<file path="config.mk">
export PLATFORM = sky130hd
export DESIGN_NAME = amb3_div
export DESIGN_NICKNAME = d
export VERILOG_FILES = /design/src/design/amb3_pkg.sv /design/src/design/amb3_div.sv
export SDC_FILE = /design/constraint.sdc
export NUM_CORES = 1
export LEC_CHECK = 0
export ABC_AREA = 0
export BUFFER_PORTS_ARGS = -buffer_cell sky130_fd_sc_hd__buf_2
export CORE_ASPECT_RATIO = 1.75
export CORE_MARGIN = 2
export CORE_UTILIZATION = 50
export DETAILED_ROUTE_END_ITERATION = 10
export PLACE_DENSITY = 0.72
export SLEW_MARGIN = 40
export SYNTH_ARGS = -nofsm -noshare
export SYNTH_HDL_FRONTEND = slang
export SYNTH_SLANG_ARGS = --single-unit
</file>
<file path="constraint.sdc">
create_clock -name clk -period 33.5 [get_ports clk]
set_input_delay 1.675 -clock clk [delete_from_list [all_inputs] [get_ports clk]]
set_output_delay 1.675 -clock clk [all_outputs]
set_load 0.05 [all_outputs]
</file>
<file path="src/design/amb3_pkg.sv">
// Shared types, constants and helper functions of the third-order ambisonic panner.
`timescale 1ns / 1ps
`default_nettype none
package amb3_pkg;

  localparam int SAMPLE_BITS_DEF = 24;
  localparam int ANGLE_BITS_DEF  = 16;

  localparam int NCH    = 7;
  localparam int AW     = $clog2(NCH);
  localparam int WB     = 40;
  localparam int TW     = 48;
  localparam int RAMP_W = 25;
  localparam int SDIV_N = 6;
  localparam int CDIV_N = 7;

  localparam logic [RAMP_W-1:0] RAMP_RESET     = 25'd16384;
  localparam logic [63:0]       ONE_Q62        = 64'h4000_0000_0000_0000;
  localparam logic [63:0]       PI4_Q62        = 64'h3243_F6A8_885A_308D;
  localparam logic [WB-1:0]     HALF_SQRT2_Q38 = 40'd194368031998;

  localparam logic signed [63:0] WMAX64 = (64'sd1 <<< (WB - 1)) - 64'sd1;
  localparam logic signed [63:0] WMIN64 = -WMAX64 - 64'sd1;

  localparam logic [AW-1:0] CH_W = 3'd0;
  localparam logic [AW-1:0] CH_X = 3'd1;
  localparam logic [AW-1:0] CH_Y = 3'd2;
  localparam logic [AW-1:0] CH_U = 3'd3;
  localparam logic [AW-1:0] CH_V = 3'd4;
  localparam logic [AW-1:0] CH_P = 3'd5;
  localparam logic [AW-1:0] CH_Q = 3'd6;

  // Rounding shift applied by the shared multiplier.
  typedef enum logic [1:0] {SHF_ANG, SHF_62, SHF_38, SHF_24} shf_t;

  typedef enum logic [4:0] {
    S_IDLE, S_T, S_T2, S_SMUL, S_SDIV, S_SN, S_XY, S_X2, S_Y2, S_VXY,
    S_P, S_Q, S_SRD, S_SMC, S_RD, S_UPD, S_MW, S_EMIT
  } st_t;

  typedef struct packed {
    logic signed [WB-1:0] cw;
    logic signed [WB-1:0] step;
  } wentry_t;

  // Divisors of the nested Taylor series for sine and cosine.
  function automatic logic [7:0] div_const(input logic cos_ph, input logic [2:0] i);
    logic [7:0] d;
    d = 8'd2;
    if (cos_ph) begin
      unique case (i)
        3'd0: d = 8'd182;
        3'd1: d = 8'd132;
        3'd2: d = 8'd90;
        3'd3: d = 8'd56;
        3'd4: d = 8'd30;
        3'd5: d = 8'd12;
        default: d = 8'd2;
      endcase
    end else begin
      unique case (i)
        3'd0: d = 8'd156;
        3'd1: d = 8'd110;
        3'd2: d = 8'd72;
        3'd3: d = 8'd42;
        3'd4: d = 8'd20;
        default: d = 8'd6;
      endcase
    end
    return d;
  endfunction

  function automatic logic [63:0] mag64(input logic signed [63:0] v);
    return v[63] ? 64'(-v) : 64'(v);
  endfunction

  function automatic logic signed [WB-1:0] sat_w(input logic signed [63:0] v);
    logic signed [63:0] r;
    r = v;
    if (v > WMAX64) begin
      r = WMAX64;
    end else if (v < WMIN64) begin
      r = WMIN64;
    end
    return WB'(r);
  endfunction

endpackage
`default_nettype wire

</file>
<file path="src/design/amb3_div.sv">
// Divider of a 64-bit value by a small constant, eight quotient bits per cycle.
`timescale 1ns / 1ps
`default_nettype none
module amb3_div (
  input  wire logic        clk,
  input  wire logic        rst_n,
  input  wire logic        start,
  input  wire logic [63:0] dividend,
  input  wire logic [7:0]  divisor,
  output logic             done,
  output logic [63:0]      quot
);
  import amb3_pkg::*;

  logic [63:0] num_r, quot_r;
  logic [7:0]  den_r, rem_r, rem_c, qb_c;
  logic [8:0]  t9_c;
  logic [2:0]  cnt_r;
  logic        busy_r, done_r;

  always_comb begin
    rem_c = rem_r;
    qb_c  = '0;
    t9_c  = '0;
    for (int j = 0; j < 8; j++) begin
      t9_c = {rem_c, num_r[63-j]};
      if (t9_c >= {1'b0, den_r}) begin
        rem_c      = 8'(t9_c - {1'b0, den_r});
        qb_c[7-j]  = 1'b1;
      end else begin
        rem_c = t9_c[7:0];
      end
    end
  end

  always_ff @(posedge clk) begin
    if (!rst_n) begin
      busy_r <= 1'b0;
      done_r <= 1'b0;
      cnt_r  <= '0;
    end else begin
      done_r <= 1'b0;
      if (start) begin
        busy_r <= 1'b1;
        cnt_r  <= '0;
      end else if (busy_r) begin
        cnt_r <= cnt_r + 3'd1;
        if (cnt_r == 3'd7) begin
          busy_r <= 1'b0;
          done_r <= 1'b1;
        end
      end
    end
  end

  always_ff @(posedge clk) begin
    if (start) begin
      num_r <= dividend;
      den_r <= divisor;
      rem_r <= '0;
    end else if (busy_r) begin
      num_r  <= num_r << 8;
      rem_r  <= rem_c;
      quot_r <= {quot_r[55:0], qb_c};
    end
  end

  assign done = done_r;
  assign quot = quot_r;
endmodule
`default_nettype wire

</file>
==> impl_metrics.json <==
{
  "synth_fp_nets": 878,
  "core_area_um2": 17400,
  "tightestPinTransition_ns": 0.785,
  "rows": 64,
  "layout.nets": 1030,
  "grt_use_met2": 0.419,
  "finClkSkew_ns": 0.0104,
  "grt_max_degree": 65,
  "ctsHoldBuffers": 0,
  "rr_startpoint": "den_r[1]$_DFFE_PP_",
  "ys_seq_area_frac": 0.491,
  "fin_crit_sh": 0.613,
  "synth.avg_cell_area_um2": 12.1,
  "cts_tree": "yes",
  "ys_warn_count": 0,
  "hold_end": "quot[21]$_DFFE_PP_",
  "r2r_cells": 86,
  "fmax_mhz": 48.7,
  "overflow": 0,
  "top_usage_layer": "met2",
  "syn_inst": 729,
  "first_pass_iters": 5,
  "clk-insertion-delay-late_ns": 0.43,
  "relSlewSlack": 0.477,
  "synth_area_um2": 8850,
  "ys_types": 72,
  "setup-tns-final_ns": 0,
  "routed_wl_um": 20900,
  "gp_congestion": 0.951,
  "io_buffers": 139,
  "cap_violations": 0,
  "synth_top_area_share": 0.461,
  "worstSetupStartpoint": "den_r[1]$_DFFE_PP_",
  "slowest_delay_ns": 0.70,
  "outcome": "finished, final reports clean",
  "clk_pin_slew_worst_paths_ns": 0.07,
  "cp-start-kind": "flop",
  "crit_arrival_ns": 20.86,
  "crit_top_cell": "o21ai_0",
  "hp-class": "flop to flop",
  "syn2layout_area_growth_pct": 17.6,
  "reg2reg_to": "rem_r[5]$_SDFFE_PP0P_",
  "drt-vias-per-instance": 5.69,
  "grt_pass1_wl_um": 32900,
  "setup_violations": 0,
  "yosys.area.top_type": "edfxtp_1",
  "path_max_fanout": 18,
  "grt_pass1_vias": 6566,
  "grt_antenna_before_repair": 0,
  "grt_setup_unrepaired": "no",
  "synth_ff_type": "edfxtp_1",
  "io_pins": 140,
  "crit_type": "flop to flop",
  "crit_path_end_kind": "flop",
  "htree_levels": 4,
  "die_y_um": 180,
  "clockBufferDepth": 2,
  "finalHoldViolCount": 0,
  "drtAntennaViolNets": 0,
  "ys_seq_elements": 149,
  "hold_depth": 0,
  "synth-edff-count": 136,
  "cts_root_buf": "clkbuf_16",
  "synthTopCellsByArea": "edfxtp_1, ha_1, mux2_2",
  "dieArea_um2": 18800,
  "track_usage": 0.228,
  "numCtsBuffers": 17,
  "crit_slowest_cell": "edfxtp_1",
  "drtIter0Drc": 326,
  "clock-sinks": 149,
  "initial_core_util": 0.509,
  "fill_cells": 1446,
  "route.detailed.drc": 0,
  "multi_input_area_um2": 4240,
  "met3_usage": 0.0482,
  "cts_resized": 0,
  "r2r_setup_slack_ns": 12.97,
  "period_needed_ns": 20.53,
  "antenna_cells": 0,
  "die_x_um": 105,
  "worstPathRequired_ns": 33.83,
  "drv_slew": 0,
  "ys_async_sr_fraction": 0,
  "regArea_um2": 4340,
  "dp_hpwl_um": 15800,
  "hp-start": "quot[13]$_DFFE_PP_",
  "drive_gt1_frac": 0.302,
  "cts_setup_buffers": 0,
  "num_vias": 6406,
  "use_met1": 0.218,
  "wire_per_inst_um": 18.6
}
## how the worst max path moves through the flow
| stage | end | cells after the start |
|---|---|---|
| 2_1_floorplan | rem_r[7]$_SDFFE_PP0P_ | 90 |
| 3_3_place_gp | rem_r[5]$_SDFFE_PP0P_ | 85 |
| 3_5_place_dp | rem_r[4]$_SDFFE_PP0P_ | 86 |
| 4_1_cts | rem_r[0]$_SDFFE_PP0P_ | 86 |
| 5_1_grt | rem_r[4]$_SDFFE_PP0P_ | 87 |
| 6_report | rem_r[5]$_SDFFE_PP0P_ | 86 |
## through the flow
step                      hold slack (ns)  cell area, um2  utilization  cells  worst slack (ns)
final                               0.438           10400        0.599   1125             12.97
after global placement              0.423            9820        0.565   1092             13.98
after global routing                0.448           10400        0.599   1125             10.92
after floorplan                     0.446            8850            -    729             15.58
after detailed placement            0.426            9830        0.565   1093             13.20
after CTS                           0.440           10400        0.599   1125             13.10
## flip-flops by register name, summed over array words and instances (netlist names)
signal and count:
busy_r 1, cnt_r 3, den_r 8, done 1, num_r 64, quot 64
rem_r 8
## worst max-delay path, delay by kind of cell, from the launching register on
| family | cells | cell delay, ns |
|---|---|---|
| AO/OA/AOI/OAI | 51 | 12.21 |
| adder cells (fa/ha/maj) | 8 | 2.54 |
| buffers and inverters | 9 | 1.60 |
| flip-flops | 1 | 0.70 |
| multiplexers | 2 | 0.70 |
| AND/OR/NAND/NOR | 16 | 2.65 |
## per-layer routing
layer	up-vias	part of all wire
met2	227	0.54
met5	-	0
met1	3026	0.34
met3	81	0.047
met4	0	0.074
li1	3072	-
## cell type report
type	instances	share of cell area
Clock buffer	17	0.0409
Clock inverter	15	0.0148
Inverter	51	0.0186
Multi-Input combinational cell	514	0.407
Sequential cell	149	0.418
Tap cell	231	0.0278
Timing Repair Buffer	148	0.0731
## cell usage in the layout, fill, tap and decap left out, types with 17 or more instances in the layout
cell         n
ha_1        66
xnor2_1     20
inv_1       47
buf_2      140
edfxtp_1   136
clkbuf_16   17
nor2_1      30
mux2_2      68
a21oi_1     31
nand2_1     35
o21ai_0     35
## cell families after synthesis
logic type | share of synthesized area
buf+inv | 0.0303
mux | 0.107
simple gates | 0.0966
xor+xnor | 0.0346
fa+ha+maj | 0.111
flops | 0.491
compound gates | 0.130
## cell usage after synthesis, types with 11 or more instances
cell	count
xnor2_1	20
inv_1	49
a21o_1	15
nor2_1	30
o21ai_0	35
nor3_1	12
nand2b_1	14
dfxtp_1	13
edfxtp_1	136
xor2_1	15
nor2b_1	14
mux2_2	68
and2_1	14
ha_1	66
a21oi_1	31
nand2_1	35
mux2i_1	11
nand3_1	12
Power is left out: the tool's default activity adds up to more than one toggle a clock period on the data nets, which glitch-free logic cannot reach.
