==> src/design/amb3_pkg.sv <==
// Shared types, constants and helper functions of the third-order ambisonic panner.
`timescale 1ns / 1ps
`default_nettype none
package amb3_pkg;

  localparam int SAMPLE_BITS_DEF = 24;
  localparam int ANGLE_BITS_DEF  = 16;

  localparam int NCH    = 7;
  localparam int AW     = $clog2(NCH);
  localparam int WB     = 40;
  localparam int TW     = 48;
  localparam int RAMP_W = 25;
  localparam int SDIV_N = 6;
  localparam int CDIV_N = 7;

  localparam logic [RAMP_W-1:0] RAMP_RESET     = 25'd16384;
  localparam logic [63:0]       ONE_Q62        = 64'h4000_0000_0000_0000;
  localparam logic [63:0]       PI4_Q62        = 64'h3243_F6A8_885A_308D;
  localparam logic [WB-1:0]     HALF_SQRT2_Q38 = 40'd194368031998;

  localparam logic signed [63:0] WMAX64 = (64'sd1 <<< (WB - 1)) - 64'sd1;
  localparam logic signed [63:0] WMIN64 = -WMAX64 - 64'sd1;

  localparam logic [AW-1:0] CH_W = 3'd0;
  localparam logic [AW-1:0] CH_X = 3'd1;
  localparam logic [AW-1:0] CH_Y = 3'd2;
  localparam logic [AW-1:0] CH_U = 3'd3;
  localparam logic [AW-1:0] CH_V = 3'd4;
  localparam logic [AW-1:0] CH_P = 3'd5;
  localparam logic [AW-1:0] CH_Q = 3'd6;

  // Rounding shift applied by the shared multiplier.
  typedef enum logic [1:0] {SHF_ANG, SHF_62, SHF_38, SHF_24} shf_t;

  typedef enum logic [4:0] {
    S_IDLE, S_T, S_T2, S_SMUL, S_SDIV, S_SN, S_XY, S_X2, S_Y2, S_VXY,
    S_P, S_Q, S_SRD, S_SMC, S_RD, S_UPD, S_MW, S_EMIT
  } st_t;

  typedef struct packed {
    logic signed [WB-1:0] cw;
    logic signed [WB-1:0] step;
  } wentry_t;

  // Divisors of the nested Taylor series for sine and cosine.
  function automatic logic [7:0] div_const(input logic cos_ph, input logic [2:0] i);
    logic [7:0] d;
    d = 8'd2;
    if (cos_ph) begin
      unique case (i)
        3'd0: d = 8'd182;
        3'd1: d = 8'd132;
        3'd2: d = 8'd90;
        3'd3: d = 8'd56;
        3'd4: d = 8'd30;
        3'd5: d = 8'd12;
        default: d = 8'd2;
      endcase
    end else begin
      unique case (i)
        3'd0: d = 8'd156;
        3'd1: d = 8'd110;
        3'd2: d = 8'd72;
        3'd3: d = 8'd42;
        3'd4: d = 8'd20;
        default: d = 8'd6;
      endcase
    end
    return d;
  endfunction

  function automatic logic [63:0] mag64(input logic signed [63:0] v);
    return v[63] ? 64'(-v) : 64'(v);
  endfunction

  function automatic logic signed [WB-1:0] sat_w(input logic signed [63:0] v);
    logic signed [63:0] r;
    r = v;
    if (v > WMAX64) begin
      r = WMAX64;
    end else if (v < WMIN64) begin
      r = WMIN64;
    end
    return WB'(r);
  endfunction

endpackage
`default_nettype wire

==> src/design/amb3_mul.sv <==
// Shared multi-cycle 64 x 64 multiplier with round-to-nearest right shift and sign.
`timescale 1ns / 1ps
`default_nettype none
module amb3_mul #(
  parameter int ANGLE_BITS = amb3_pkg::ANGLE_BITS_DEF
) (
  input  wire                logic  clk,
  input  wire                logic  rst_n,
  input  wire                logic  start,
  input  wire                logic [63:0] a,
  input  wire                logic [63:0] b,
  input  wire                logic  neg,
  input  wire amb3_pkg::shf_t       shf,
  output logic               done,
  output logic [63:0]        res
);
  import amb3_pkg::*;

  localparam int SH_ANG = ANGLE_BITS - 3;

  logic [63:0]  a_r, b_r, prod_r, res_r;
  logic         neg_r, busy_r, done_r;
  shf_t         shf_r;
  logic [2:0]   cnt_r;
  logic [1:0]   off_r;
  logic [127:0] acc_r, rnd, shd;
  logic [31:0]  a_part, b_part;
  logic [63:0]  mag;

  // Rounding offset of half an output LSB preloads the accumulator.
  always_comb begin
    unique case (shf)
      SHF_ANG: rnd = 128'd1 << (SH_ANG - 1);
      SHF_62:  rnd = 128'd1 << 61;
      SHF_38:  rnd = 128'd1 << 37;
      default: rnd = 128'd1 << 23;
    endcase
  end

  always_comb begin
    unique case (shf_r)
      SHF_ANG: shd = acc_r >> SH_ANG;
      SHF_62:  shd = acc_r >> 62;
      SHF_38:  shd = acc_r >> 38;
      default: shd = acc_r >> 24;
    endcase
  end

  assign a_part = cnt_r[0] ? a_r[63:32] : a_r[31:0];
  assign b_part = cnt_r[1] ? b_r[63:32] : b_r[31:0];
  assign mag    = shd[63:0];

  always_ff @(posedge clk) begin
    if (!rst_n) begin
      busy_r <= 1'b0;
      done_r <= 1'b0;
      cnt_r  <= '0;
    end else begin
      done_r <= 1'b0;
      if (start) begin
        busy_r <= 1'b1;
        cnt_r  <= '0;
      end else if (busy_r) begin
        cnt_r <= cnt_r + 3'd1;
        if (cnt_r == 3'd5) begin
          busy_r <= 1'b0;
          done_r <= 1'b1;
        end
      end
    end
  end

  always_ff @(posedge clk) begin
    if (start) begin
      a_r   <= a;
      b_r   <= b;
      neg_r <= neg;
      shf_r <= shf;
      acc_r <= rnd;
    end else if (busy_r) begin
      if (cnt_r < 3'd4) begin
        prod_r <= a_part * b_part;
        off_r  <= 2'(cnt_r[0]) + 2'(cnt_r[1]);
      end
      if (cnt_r != 3'd0 && cnt_r < 3'd5) begin
        acc_r <= acc_r + ({64'd0, prod_r} << {off_r, 5'd0});
      end
      if (cnt_r == 3'd5) begin
        res_r <= neg_r ? 64'(-mag) : mag;
      end
    end
  end

  assign done = done_r;
  assign res  = res_r;
endmodule
`default_nettype wire

==> config.mk <==
export PLATFORM = sky130hd
export DESIGN_NAME = amb3_mul
export DESIGN_NICKNAME = d
export VERILOG_FILES = /design/src/design/amb3_pkg.sv /design/src/design/amb3_mul.sv
export SDC_FILE = /design/constraint.sdc
export NUM_CORES = 2
export LEC_CHECK = 0
export BUFFER_PORTS_ARGS = -buffer_cell sky130_fd_sc_hd__buf_2
export CAP_MARGIN = 25
export CORE_MARGIN = 8
export CORE_UTILIZATION = 50
export CTS_BUF_LIST = sky130_fd_sc_hd__clkbuf_16
export CTS_CLUSTER_DIAMETER = 100
export DETAILED_ROUTE_END_ITERATION = 7
export PLACE_DENSITY = 0.65
export SYNTH_ARGS = -nofsm -noshare
export SYNTH_HDL_FRONTEND = slang
export SYNTH_SLANG_ARGS = --single-unit
==> constraint.sdc <==
create_clock -name clk -period 10.3 [get_ports clk]
set_input_delay 1.545 -clock clk [delete_from_list [all_inputs] [get_ports clk]]
set_output_delay 1.545 -clock clk [all_outputs]
set_load 0.02 [all_outputs]
==> key figures <==
Cells and area
  – Area Overhead vs Synth: 8.18%
  – Layout cells sized above 1: 9.97%
  – Final instance area: 0.0625 mm2
  – Flip-flop and latch area: 0.0117 mm2
  – Filler cells: approximately 10000
  – Multi-input logic area: between 0.04 and 0.05 mm2
  – NumNets Final: approximately 7600

Detailed routing
  – Post-DRT Antenna Nets: 0
  – TritonRoute pass-1 iters: 8
  – Via density: 6.03
  – Routed len/inst: 28.0 um
  – DR vias: 46600
  – Drt total wl: 217000 um
  – Initial drt markers: 4585
  – DRC: 0

Logic synthesis
  – Seq/Total Area, Yosys: about a fifth
  – Number of synthesized flops with an enable pin: 387
  – Syn. warnings: 0
  – Most common cell in the netlist: inv_1
  – Largest cells by area after synthesis: fa_1, edfxtp_1, ha_1, inv_1, nor2_1
  – Syn Std Cell Area: about 0.058 mm2
  – Net Count, Synth: between 7000 and 8000
  – Synth unique cells: 81
  – Post-synth top area cell: fa_1
  – Synth Register Bits: 392
  – Async set-reset flop share out of synthesis: 0%
  – Commonest cells in the netlist: inv_1, fa_1, nor2_1
  – Post-Syn Area per Cell: roughly 9.5 um2
  – Synth top area share: 31.1%
  – Mapped Cells: 6096
  – Ys flop type: edfxtp_1

Global routing
  – First-pass GRT wire length: 316000 um
  – Initial antenna violation count: 7
  – Grt total ovfl: 0
  – Largest net degree at the start of global routing: 81
  – Total GRT Usage: roughly 34%
  – Vias in the first global route: 48400

Timing
  – Worst Skew: 0.0480 ns
  – RSZ-0062 raised after global routing: false
  – Fin. max-slew vios: 0
  – Tcrit/Tclk final: 92.2%
  – Setup TNS: 0 ns
  – Final min period: 9.49 ns
  – Worst-margin pin slew: ~1.2 ns
  – Final Setup Violations: 0
  – Fmax: roughly 110 MHz
  – Final Hold Fails: 0
  – Slew Limit Headroom: 22.6%

Worst setup path
  – Crit path DAT: 9.87 ns
  – Maximum fanout along the worst path: 31
  – WP data required: 10.68 ns
  – Crit path launch type: register
  – Critical-path top delay cell: mux2i_2
  – Most used cell, CP: fa_1
  – Worst path max stage delay: around 0.9 ns
  – CP Class: reg2reg
  – CP Capture Type: register

Clock network
  – CTS Buffer Depth: 3
  – Clock sinks: 392
  – H-tree depth: 2
  – TritonCTS buffer count: around 50
  – Worst-skew pair later-pin latency: ~0.7 ns
  – CTS root buf: clkbuf_16
  – Setup repair bufs after CTS: 0
  – Worst-path clk slew: around 0.07 ns
  – Cts hold-fix bufs: 0
  – Resize count post-CTS: 0
  – CTS tree: yes

Floorplan
  – Core Area: 0.115 mm2
  – Die width: 356 um
  – Initial Utilization: 50.4%
  – Die area: 0.127 mm2
  – Die Ht: 356 um
  – Io pins: about 200
  – Row cnt: about 120

Worst hold path
  – Hold crit path type: reg2reg

Placed design
  – Port Buffers: 198
  – DPL Wire Length: 175000 um
  – Final GP Congestion: about 1.0
  – Placed Area: 0.0607 mm2

Status
  – Status: completed

Job
  – Max cap viols: 0
-- through the flow --
| step | instances | worst slack, ns | hold WS [ns] | util [%] |
|---|---|---|---|---|
| 6_report | 7729 | 0.806 | 0.639 | 54.6 |
| 5_1_grt | 7720 | 0.508 | 0.704 | 54.5 |
| 4_1_cts | 7717 | 0.956 | 0.627 | 54.5 |
| 3_5_place_dp | 7626 | 0.975 | 0.622 | 53.0 |
| 3_3_place_gp | 7624 | 1.13 | 0.610 | 53.0 |
| 2_1_floorplan | 6096 | 1.49 | 0.536 | - |
-- per-layer routing --
layer / share of wire [%] / vias to the layer above / track usage (%)
met5: 0.020 / - / 0
met4: 8.5 / 6 / 23.2
met3: 10 / 794 / 8.41
met2: 45 / 2875 / 54.3
met1: 36 / 23000 / 40.0
li1: - / 19900 / -
-- flip-flops by register name, indices dropped and copies added, names as in the netlist --
name	count
acc_r	126
a_r	64
busy_r	1
done	1
shf_r	2
res	64
b_r	64
off_r	2
prod_r	64
neg_r	1
cnt_r	3
-- worst max-delay path, delay by kind of cell (launching register included) --
kind / cells / cell delay [ns]
AO/OA/AOI/OAI: 9 / 1.90
XOR/XNOR: 1 / 0.09
adder cells (fa/ha/maj): 9 / 4.43
buffers and inverters: 6 / 0.92
flip-flops: 1 / 0.67
multiplexers: 1 / 0.89
AND/OR/NAND/NOR: 3 / 0.24
-- cells by family after synthesis --
logic type / after synthesis / synth area share [%]
xor+xnor: 242 / 3.67
compound gates: 813 / 8.73
fa+ha+maj: 1289 / 39.6
buf+inv: 1217 / 7.95
mux: 234 / 5.68
simple gates: 1909 / 14.1
flops: 392 / 20.3
-- cell usage in the layout (no fill, tap or decap), types with 58 or more instances in the layout --
cell type	Yosys	final
a21oi_1	279	279
buf_2	4	197
xnor2_1	168	168
inv_1	921	927
edfxtp_1	387	387
ha_1	392	392
mux2_2	72	72
xor2_1	74	74
nand4_1	74	74
nor2_1	884	882
nand2_1	637	637
a21o_1	76	75
fa_1	897	897
o21ai_0	189	189
nor2b_1	60	58
buf_4	0	110
-- layout make-up --
type	count	share of cell area, %
multi-input combinational	4487	66.8
sequential	392	18.8
inverter	922	5.54
timing repair buffer	315	3.10
tap	1512	3.03
clock buffer	49	1.96
clock inverter	42	0.769
antenna	10	0.0401
-- path summary, 6_finish.rpt --
| check | slack [ns] | from | cells past startpoint | endpoint |
|---|---|---|---|---|
| setup / recovery | 0.81 | cnt_r[0] | 29 | prod_r[63] |
| hold / removal | 0.64 | cnt_r[2] | 2 | cnt_r[2] |
| setup reg to reg | 0.81 | cnt_r[0] | 29 | prod_r[63] |
| hold reg to reg | 0.64 | cnt_r[2] | 2 | cnt_r[2] |
Power is left out: the tool's default activity adds up to more than one toggle a clock period on the data nets, which glitch-free logic cannot reach.
