<file path="config.mk">
export PLATFORM = sky130hd
export DESIGN_NAME = amb3_wmem
export DESIGN_NICKNAME = d
export VERILOG_FILES = /design/src/design/amb3_pkg.sv /design/src/design/amb3_wmem.sv
export SDC_FILE = /design/constraint.sdc
export NUM_CORES = 1
export LEC_CHECK = 0
export BUFFER_PORTS_ARGS = -buffer_cell sky130_fd_sc_hd__buf_4
export CORE_ASPECT_RATIO = 1.2
export CORE_MARGIN = 4
export CORE_UTILIZATION = 60
export DETAILED_ROUTE_END_ITERATION = 8
export GPL_TIMING_DRIVEN = 0
export PLACE_DENSITY = 0.87
export SYNTH_ARGS = -nofsm -noshare
export SYNTH_HDL_FRONTEND = slang
export SYNTH_SLANG_ARGS = --single-unit
</file>
<file path="constraint.sdc">
create_clock -name clk -period 11.38 [get_ports clk]
set_input_delay 1.707 -clock clk [delete_from_list [all_inputs] [get_ports clk]]
set_output_delay 1.707 -clock clk [all_outputs]
set_load 0.02 [all_outputs]
</file>
<file path="src/design/amb3_pkg.sv">
// Shared types, constants and helper functions of the third-order ambisonic panner.
`timescale 1ns / 1ps
`default_nettype none
package amb3_pkg;

  localparam int SAMPLE_BITS_DEF = 24;
  localparam int ANGLE_BITS_DEF  = 16;

  localparam int NCH    = 7;
  localparam int AW     = $clog2(NCH);
  localparam int WB     = 40;
  localparam int TW     = 48;
  localparam int RAMP_W = 25;
  localparam int SDIV_N = 6;
  localparam int CDIV_N = 7;

  localparam logic [RAMP_W-1:0] RAMP_RESET     = 25'd16384;
  localparam logic [63:0]       ONE_Q62        = 64'h4000_0000_0000_0000;
  localparam logic [63:0]       PI4_Q62        = 64'h3243_F6A8_885A_308D;
  localparam logic [WB-1:0]     HALF_SQRT2_Q38 = 40'd194368031998;

  localparam logic signed [63:0] WMAX64 = (64'sd1 <<< (WB - 1)) - 64'sd1;
  localparam logic signed [63:0] WMIN64 = -WMAX64 - 64'sd1;

  localparam logic [AW-1:0] CH_W = 3'd0;
  localparam logic [AW-1:0] CH_X = 3'd1;
  localparam logic [AW-1:0] CH_Y = 3'd2;
  localparam logic [AW-1:0] CH_U = 3'd3;
  localparam logic [AW-1:0] CH_V = 3'd4;
  localparam logic [AW-1:0] CH_P = 3'd5;
  localparam logic [AW-1:0] CH_Q = 3'd6;

  // Rounding shift applied by the shared multiplier.
  typedef enum logic [1:0] {SHF_ANG, SHF_62, SHF_38, SHF_24} shf_t;

  typedef enum logic [4:0] {
    S_IDLE, S_T, S_T2, S_SMUL, S_SDIV, S_SN, S_XY, S_X2, S_Y2, S_VXY,
    S_P, S_Q, S_SRD, S_SMC, S_RD, S_UPD, S_MW, S_EMIT
  } st_t;

  typedef struct packed {
    logic signed [WB-1:0] cw;
    logic signed [WB-1:0] step;
  } wentry_t;

  // Divisors of the nested Taylor series for sine and cosine.
  function automatic logic [7:0] div_const(input logic cos_ph, input logic [2:0] i);
    logic [7:0] d;
    d = 8'd2;
    if (cos_ph) begin
      unique case (i)
        3'd0: d = 8'd182;
        3'd1: d = 8'd132;
        3'd2: d = 8'd90;
        3'd3: d = 8'd56;
        3'd4: d = 8'd30;
        3'd5: d = 8'd12;
        default: d = 8'd2;
      endcase
    end else begin
      unique case (i)
        3'd0: d = 8'd156;
        3'd1: d = 8'd110;
        3'd2: d = 8'd72;
        3'd3: d = 8'd42;
        3'd4: d = 8'd20;
        default: d = 8'd6;
      endcase
    end
    return d;
  endfunction

  function automatic logic [63:0] mag64(input logic signed [63:0] v);
    return v[63] ? 64'(-v) : 64'(v);
  endfunction

  function automatic logic signed [WB-1:0] sat_w(input logic signed [63:0] v);
    logic signed [63:0] r;
    r = v;
    if (v > WMAX64) begin
      r = WMAX64;
    end else if (v < WMIN64) begin
      r = WMIN64;
    end
    return WB'(r);
  endfunction

endpackage
`default_nettype wire

</file>
<file path="src/design/amb3_wmem.sv">
// Weight memory: current weight and step of each channel, registered read.
`timescale 1ns / 1ps
`default_nettype none
module amb3_wmem (
  input  wire logic                     clk,
  input  wire logic                     rst_n,
  input  wire logic                     wr_en,
  input  wire logic [amb3_pkg::AW-1:0]  wr_addr,
  input  wire amb3_pkg::wentry_t        wr_data,
  input  wire logic                     rd_en,
  input  wire logic [amb3_pkg::AW-1:0]  rd_addr,
  output amb3_pkg::wentry_t             rd_data
);
  import amb3_pkg::*;

  wentry_t        mem [NCH];
  wentry_t        rd_q_r;
  logic [NCH-1:0] valid_r;
  logic           rd_vld_r;

  always_ff @(posedge clk) begin
    if (wr_en) begin
      mem[wr_addr] <= wr_data;
    end
    if (rd_en) begin
      rd_q_r <= mem[rd_addr];
    end
  end

  // Entries never written since reset read as zero weight and zero step.
  always_ff @(posedge clk) begin
    if (!rst_n) begin
      valid_r  <= '0;
      rd_vld_r <= 1'b0;
    end else begin
      if (wr_en) begin
        valid_r[wr_addr] <= 1'b1;
      end
      if (rd_en) begin
        rd_vld_r <= valid_r[rd_addr];
      end
    end
  end

  assign rd_data = rd_vld_r ? rd_q_r : '0;
endmodule
`default_nettype wire

</file>
==> results.py, run 1 <==
metrics = {
    "status": {
        "status": "completed",
    },
    "setup_path": {
        "cp-end-kind": "output port",
        "required_ns": 9.67,
        "r2r_start": "mem[4][62]",
        "cp_max_fo": 10,
        "setup.worst_path.start": "rd_vld_r",
        "critPathKind": "reg -> out",
        "cp.arrival_ns": 2.45,
        "start_kind": "flop",
    },
    "sta": {
        "setup_slack_ns": 7.22,
        "slew_violations": 0,
        "slew_headroom": 0.121,
        "fin_crit_ns": 4.16,
        "fin_crit_sh": 0.365,
        "rsz0062_at_grt": "false",
        "finalClockSkew_ns": 0.0107,
        "worst_pin_slew_ns": 1.32,
        "clock.fmax_ghz": 0.241,
        "setup_viol": 0,
        "finalHoldViolations": 0,
    },
    "drt": {
        "drtAntennaViolNets": 0,
        "vias_per_cell": 5.93,
        "dr.first_iter.drc_count": 1432,
        "dr_total_vias": 12200,
        "drt-pass1-iter-count": 5,
        "route.detailed.drc": 0,
        "routed_wirelength_um": 51500,
        "wl_per_cell_um": 25.1,
    },
    "layout": {
        "design_area_um2": 28900,
        "fin_nets": 1567,
        "final_cells": 2050,
        "syn2layout_area_growth_pct": 17.5,
        "final_util": 0.720,
        "final_common_cell": "edfxtp_1",
        "mostFrequentLayoutCells": "edfxtp_1 (640), buf_4 (169), mux2i_1 (83), nand2_1 (82)",
        "drive_above_1_share": 0.308,
    },
    "place": {
        "port_buffers": 165,
        "gp_congestion": 0.723,
        "place_inst": 1950,
        "placed_cell_area_um2": 27100,
        "dp_hpwl_um": 31900,
        "preCtsSetupSlack_ns": 7.34,
    },
    "synth": {
        "synth_area_leader_cell": "edfxtp_1",
        "postSynthCellCount": 1217,
        "synth_cell_types": 18,
        "seq_area_frac_synth": 0.788,
        "ys_seq_elements": 648,
        "ys_top_cells_by_area": "edfxtp_1 (78%), mux4_2 (7.4%), mux2_2 (3.7%), mux2i_1 (3.4%), and2_1 (2.0%)",
        "synth_top_area_share": 0.782,
        "syn_nets": 1307,
        "syn-mean-instance-area_um2": 20.2,
        "netlist_area_um2": 24600,
        "yosys_warnings": 0,
    },
    "die": {
        "dieArea_um2": 44300,
        "die_y_um": 230,
        "fp.coreArea_um2": 40100,
        "initial_core_util": 0.613,
        "die_w_um": 193,
        "num_io_pins": 170,
        "rows": 80,
    },
    "global_route": {
        "use_met2": 0.396,
        "met3_usage": 0.0507,
        "top_usage_layer": "met2",
        "antenna_found_initial": 4,
        "first_global_vias": 12900,
        "grt_first_pass_wirelength_um": 77800,
        "track_usage": 0.236,
        "use_met1": 0.313,
        "grt_max_degree": 83,
        "grt-ovfl-total": 0,
    },
    "pwr": {
        "clkPwrFrac": 0.379,
        "sequentialPowerShare": 0.560,
        "powerDensity_nw_per_um2": 170,
        "leakage_nw": 9.95,
        "power.total_w": 0.00491,
        "switching_share": 0.203,
        "p_int_w": 0.00392,
        "max-vdd-ir-drop_mv": 0.196,
        "p_switching_w": 0.000996,
        "power_frac_comb": 0.061,
    },
    "cts": {
        "hold_buffers": 0,
        "cts_tree": "built",
        "clkSlewWorstSetupHoldPaths_ns": 0.06,
        "clock_sinks": 648,
        "cts_buffers": 58,
        "cts_root_buf": "clkbuf_16",
        "h-tree-depth": 2,
        "cts_buffer_depth": 3,
        "insertion_delay_ns": 0.59,
        "cts_setup_buffers": 0,
        "post_cts_resized": 0,
    },
    "job": {
        "cap_violations": 0,
    },
    "worst_hold_path": {
        "min_from": "valid_r[5]",
        "hold_class": "reg -> reg",
    },
}
## final cells by class
cell class,count,area (um^2)
Antenna cell,2,5.00
Buffer,63,325
Clock buffer,76,1620
Clock inverter,22,178
Fill cell,2265,11200
Multi-Input combinational cell,506,4930
Sequential cell,648,19400
Tap cell,533,667
Timing Repair Buffer,200,1790
## worst paths after layout
| path | endpoint | slack, ns | cells after the start |
|---|---|---|---|
| worst min register to register | valid_r[5] | 0.48 | 1 |
| worst min-delay path | valid_r[5] | 0.48 | 1 |
| worst max-delay path | rd_data[24] | 7.22 | 3 |
| worst max register to register | rd_q_r[62] | 9.90 | 2 |
## sequential cells by signal (all words and copies together), names as in the netlist
name,flops
mem,560
rd_q_r,80
valid_r,7
rd_vld_r,1
## stage by stage
step / hold slack, ns / setup TNS, ns
6_report: 0.477 / 0
2_1_floorplan: 0.440 / 0
3_5_place_dp: 0.457 / 0
4_1_cts: 0.474 / 0
3_3_place_gp: 0.445 / -242.32
5_1_grt: 0.504 / 0
## critical path, cell delays in order (launching register included)
cell and delay [ns]:
dfxtp_1 0.90, clkbuf_1 0.50, and2_1 0.29, buf_4 0.17
## synth_stat cells
library cell,n
mux2i_1,83
and2_1,80
nor2_1,5
mux2_2,80
edfxtp_1,640
nand2b_1,4
o21ai_0,81
buf_1,1
a21oi_1,1
dfxtp_1,8
mux4_2,81
buf_2,14
buf_6,8
clkbuf_1,39
o21a_1,7
nand2_1,82
nor3_1,2
buf_8,1
## kinds of logic (layout without fill, tap and decap cells)
family / Yosys count / in the layout / synth area share
muxes: 244 / 244 / 0.145
other: 0 / 2 / 0
and+or+nand+nor: 173 / 173 / 0.0351
DFF: 648 / 648 / 0.788
AOI/OAI and AO/OA: 89 / 89 / 0.0188
buffers and inverters: 63 / 361 / 0.0132
## power by group through the flow
stage	combinational [W]	sequential, W	clock, W
floorplan	0.000164	0.00279	0
global placement	0.000273	0.00280	0
detailed placement	0.000299	0.00280	0
CTS	0.000303	0.00275	0.00188
global route	0.000323	0.00276	0.00198
finish	0.000300	0.00275	0.00186
## layer usage
layer	vias up	part of all wire
li1	5329	-
met5	-	0.00052
met3	103	0.076
met4	4	0.030
met1	6229	0.37
met2	495	0.52
Power figures use the tool's default switching activity.
==> run 2: changes to the inputs <==
ABC_AREA = 1   (was default)
CORE_UTILIZATION = 54   (was 60)
PLACE_DENSITY = 0.83   (was 0.87)
clock period = 3.7 ns   (was 11.38 ns; I/O delays follow)
==> results.py, run 2 <==
metrics = {
    "cts": {
        "post_cts_resized": 0,
        "insertion_delay_ns": 0.60,
        "cts_setup_buffers": 0,
        "clock_sinks": 648,
        "cts_tree": "built",
        "cts_buffers": 58,
        "h-tree-depth": 2,
        "hold_buffers": 0,
        "clkSlewWorstSetupHoldPaths_ns": 0.06,
        "cts_buffer_depth": 3,
        "cts_root_buf": "clkbuf_16",
    },
    "sta": {
        "slew_headroom": 0.165,
        "rsz0062_at_grt": "false",
        "clock.fmax_ghz": 0.304,
        "fin_crit_sh": 0.890,
        "slew_violations": 0,
        "finalClockSkew_ns": 0.0231,
        "setup_slack_ns": 0.405,
        "setup_viol": 0,
        "fin_crit_ns": 3.29,
        "worst_pin_slew_ns": 1.25,
        "finalHoldViolations": 0,
    },
    "layout": {
        "multi_input_area_um2": 4600,
        "fill_cells": 3053,
        "mostFrequentLayoutCells": "edfxtp_1 (640), nand2_1 (411), buf_4 (178), nor2_1 (174), o21ai_0 (160)",
        "drive_above_1_share": 0.159,
        "regMostFlops": "mem",
        "largest_registers": "mem x560, rd_q_r x80, valid_r x7",
        "largest_reg_flops": 560,
        "syn2layout_area_growth_pct": 18.8,
        "fin_nets": 2193,
        "seqCellArea_um2": 19400,
        "final_common_cell": "edfxtp_1",
    },
    "global_route": {
        "antenna_found_initial": 7,
        "grt_max_degree": 83,
        "grt_first_pass_wirelength_um": 93900,
        "grt-ovfl-total": 0,
        "first_global_vias": 16400,
        "track_usage": 0.247,
    },
    "setup_path": {
        "critPathKind": "reg -> out",
        "crit_top_cell": "clkbuf_1",
        "required_ns": 3.14,
        "critPathMaxStageDelay_ns": 0.82,
        "cp.arrival_ns": 2.74,
        "crit_slowest_cell": "clkbuf_1",
        "critPathBufInv": 4,
        "crit_family": "buffers and inverters",
        "start_kind": "flop",
        "r2r_start": "rd_vld_r",
        "setup.worst_path.start": "rd_vld_r",
        "path_cells": "clkbuf_1, clkbuf_1, nand2_1, inv_1, buf_4",
        "cp_max_fo": 10,
        "cp-end-kind": "output port",
    },
    "place": {
        "dp_hpwl_um": 37700,
        "preCtsSetupSlack_ns": 1.01,
        "gp_congestion": 0.800,
        "port_buffers": 167,
    },
    "synth": {
        "ys_seq_elements": 648,
        "syn-mean-instance-area_um2": 13.4,
        "synth_edf_count": 640,
        "async_reset_ff_frac": 0,
        "seq_area_frac_synth": 0.779,
        "yosys_warnings": 0,
        "synth_common_cells": "edfxtp_1 (640), nand2_1 (411), nor2_1 (174)",
        "postSynthCellCount": 1855,
        "netlist_area_um2": 24900,
        "synth_cell_types": 20,
        "yosysMostFrequentCell": "edfxtp_1",
        "synth_top_area_share": 0.772,
        "syn_nets": 1945,
        "synth_area_leader_cell": "edfxtp_1",
        "ys_top_cells_by_area": "edfxtp_1 (77%), nand2_1 (6.2%), o21ai_0 (3.2%), nor2_1 (2.6%), o211ai_1 (2.4%)",
        "synth_top_flop_cell": "edfxtp_1",
    },
    "drt": {
        "highest_layer": "met5",
        "wl_met1_um": 22400,
        "dr.first_iter.drc_count": 1974,
        "route.detailed.drc": 0,
        "dr_wl_met2_um": 31400,
        "drt-pass1-iter-count": 5,
        "dr_total_vias": 16100,
        "routed_wirelength_um": 62600,
        "drtAntennaViolNets": 0,
        "vias_per_cell": 5.83,
        "wl_met3_um": 6540,
        "wl_per_cell_um": 22.6,
    },
    "worst_hold_path": {
        "hold_class": "in -> reg",
        "min_from": "rst_n",
    },
    "die": {
        "num_io_pins": 170,
        "initial_core_util": 0.551,
        "fp.coreArea_um2": 45200,
        "rows": 85,
        "dieArea_um2": 49600,
        "die_w_um": 204,
        "die_y_um": 243,
    },
    "pwr": {
        "max-vdd-ir-drop_mv": 0.364,
        "powerDensity_nw_per_um2": 541,
        "power.total_w": 0.0160,
        "leakage_nw": 11.0,
    },
    "status": {
        "status": "completed",
    },
    "job": {
        "cap_violations": 0,
    },
}
-- run 2: changes by cell type in the layout (fill, tap and decap cells not counted), sizes merged, moves of 81 or more --
cell | previous run | this run
mux2i | 83 | 0
nand2 | 82 | 411
mux4 | 81 | 0
nand3 | 0 | 89
inv | 0 | 95
nor2 | 5 | 174
-- run 2: cells by family after synthesis --
| kind of cell | synth area share |
|---|---|
| buf+inv | 0.0379 |
| flops | 0.779 |
| compound gates | 0.0769 |
| simple gates | 0.107 |
-- run 2: through the flow --
step / cell area [um^2] / utilization / setup TNS (ns) / instances / hold WS (ns)
after global routing: 29600 / 0.654 / 0 / 2765 / 0.160
after CTS: 29500 / 0.654 / 0 / 2762 / 0.153
after global placement: 26900 / 0.596 / -992.21 / 2631 / 0.450
after floorplan: 24900 / - / -136.82 / 1855 / 0.435
after detailed placement: 27500 / 0.608 / 0 / 2652 / 0.458
final: 29600 / 0.654 / 0 / 2767 / 0.177
-- run 2: cell type report --
| type | count | area share |
|---|---|---|
| multi-input cells | 999 | 0.156 |
| clock buffers | 68 | 0.0525 |
| diodes | 5 | 0.000423 |
| clock inverters | 42 | 0.0179 |
| well taps | 609 | 0.0258 |
| inverters | 94 | 0.0124 |
| flip-flops and latches | 648 | 0.656 |
| repair buffers | 188 | 0.0599 |
| plain buffers | 114 | 0.0199 |
-- run 2: worst register-to-register path, stage by stage, from the launching register on --
cell and delay (ns):
dfxtp_1 0.32, clkbuf_1 0.82, nor2_1 0.13, nor2_1 0.16, nand2_1 0.07, inv_1 0.06
-- run 2: routing by layer --
metal / vias to the layer above / track usage
li1: 7173 / -
met3: 162 / 0.0514
met4: 4 / 0.0993
met5: - / 0
met2: 1026 / 0.419
met1: 7765 / 0.313
-- run 2: worst paths after layout --
path	to	cells after the start	slack (ns)
setup / recovery	rd_data[6]	5	0.41
hold / removal	valid_r[6]	2	0.18
setup reg to reg	rd_vld_r	5	2.08
hold reg to reg	valid_r[5]	2	0.48
-- run 2: where the power goes --
| part | leakage [nW] | internal (W) | switching (W) |
|---|---|---|---|
| logic | 4.05 | 0.000343 | 0.000736 |
| registers | 5.94 | 0.00837 | 0.0000732 |
| clock network | 1.02 | 0.00385 | 0.00262 |
==> run 3: changes to the inputs <==
ABC_AREA = default   (was 1)
==> results.py, run 3 (same netlist as run 1, synthesis figures left out) <==
metrics = {
    "status": {
        "status": "completed",
    },
    "cts": {
        "cts_buffers": 56,
        "h-tree-depth": 2,
        "post_cts_resized": 0,
        "cts_tree": "built",
        "cts_setup_buffers": 0,
        "hold_buffers": 0,
        "cts_root_buf": "clkbuf_16",
        "clock_sinks": 648,
        "cts_buffer_depth": 3,
        "clkSlewWorstSetupHoldPaths_ns": 0.06,
        "insertion_delay_ns": 0.58,
    },
    "global_route": {
        "grt-ovfl-total": 0,
        "grt_max_degree": 83,
        "antenna_found_initial": 7,
        "top_usage_layer": "met2",
        "met3_usage": 0.0335,
        "use_met2": 0.351,
        "track_usage": 0.207,
        "first_global_vias": 12700,
        "grt_first_pass_wirelength_um": 77100,
        "use_met1": 0.279,
    },
    "pwr": {
        "clkPwrFrac": 0.375,
        "power.total_w": 0.0150,
        "p_int_w": 0.0119,
        "powerDensity_nw_per_um2": 516,
        "p_switching_w": 0.00307,
        "power_frac_comb": 0.062,
        "leakage_nw": 9.95,
        "switching_share": 0.205,
        "max-vdd-ir-drop_mv": 0.394,
        "sequentialPowerShare": 0.564,
    },
    "sta": {
        "setup_slack_ns": 0.868,
        "setup_viol": 0,
        "rsz0062_at_grt": "false",
        "whs_ns": 0.192,
        "finalHoldViolations": 0,
        "clock.fmax_ghz": 0.353,
        "fin_crit_ns": 2.83,
        "worst_pin_slew_ns": 1.32,
        "finalClockSkew_ns": 0.00920,
        "slew_headroom": 0.117,
        "slew_violations": 0,
        "fin_crit_sh": 0.765,
    },
    "layout": {
        "syn2layout_area_growth_pct": 18.1,
        "final_util": 0.646,
        "mostFrequentLayoutCells": "edfxtp_1 (640), buf_4 (165), mux2i_1 (83), nand2_1 (82)",
        "largest_reg_flops": 560,
        "final_common_cell": "edfxtp_1",
        "fill_cells": 2937,
        "regMostFlops": "mem",
        "fin_nets": 1556,
        "drive_above_1_share": 0.308,
        "largest_registers": "mem x560, rd_q_r x80, valid_r x7",
        "final_cells": 2127,
    },
    "drt": {
        "dr_total_vias": 12000,
        "drtAntennaViolNets": 0,
        "dr.first_iter.drc_count": 1131,
        "route.detailed.drc": 0,
        "wl_per_cell_um": 24.2,
        "drt-pass1-iter-count": 5,
        "routed_wirelength_um": 51500,
        "vias_per_cell": 5.65,
    },
    "place": {
        "gp_congestion": 0.711,
        "dp_hpwl_um": 31700,
        "port_buffers": 165,
        "place_inst": 2017,
        "preCtsSetupSlack_ns": 1.05,
    },
    "setup_path": {
        "cp-end-kind": "output port",
        "cp.arrival_ns": 2.28,
        "cp_max_fo": 10,
        "r2r_cells": 2,
        "critPathKind": "reg -> out",
        "start_kind": "flop",
        "required_ns": 3.14,
    },
    "job": {
        "cap_violations": 0,
    },
    "die": {
        "die_w_um": 203,
        "num_io_pins": 170,
        "rows": 85,
        "initial_core_util": 0.546,
        "fp.coreArea_um2": 45000,
        "dieArea_um2": 49000,
        "die_y_um": 242,
    },
    "worst_hold_path": {
        "hold_class": "in -> reg",
        "hold_depth": 1,
    },
}
-- run 3: critical path, stage by stage (launching register included) --
cell and delay [ns]:
dfxtp_1 0.78, clkbuf_1 0.44, and2_1 0.29, buf_4 0.18
-- run 3: per-stage QoR --
stage               setup TNS, ns  cell area, um^2
floorplan                 -285.12            24600
global placement         -1652.14            26600
detailed placement              0            27300
CTS                             0            29000
global route                    0            29000
finish                          0            29000
-- run 3: power groups by stage --
stage,registers (W),logic [W],clock network [W]
detailed placement,0.00861,0.000931,0
finish,0.00845,0.000926,0.00562
CTS,0.00846,0.000940,0.00570
global route,0.00847,0.000998,0.00601
global placement,0.00862,0.000849,0
floorplan,0.00858,0.000507,0
-- run 3: cell type report --
class	instances	area, um^2	area share
antenna	7	17.5	0.000603
timing repair buffer	191	1850	0.0638
clock buffer	73	1500	0.0515
clock inverter	30	267	0.00918
tap	609	762	0.0262
multi-input combinational	506	4940	0.170
buffer	63	325	0.0112
sequential	648	19400	0.667
-- run 3: final timing paths --
| kind | start | endpoint | slack (ns) |
|---|---|---|---|
| min | wr_data[47] | mem[6][47] | 0.19 |
| max | rd_vld_r | rd_data[22] | 0.87 |
| min reg2reg | valid_r[0] | valid_r[0] | 0.47 |
| max reg2reg | mem[5][65] | rd_q_r[65] | 2.29 |
-- run 3: per-layer routing --
metal  vias up  part of all wire  wire length, um
met3        91             0.061             3130
met5         -           0.00025               13
met2       398              0.51            26500
met4         2             0.028             1470
met1      6204              0.40            20400
li1       5326                 -                -
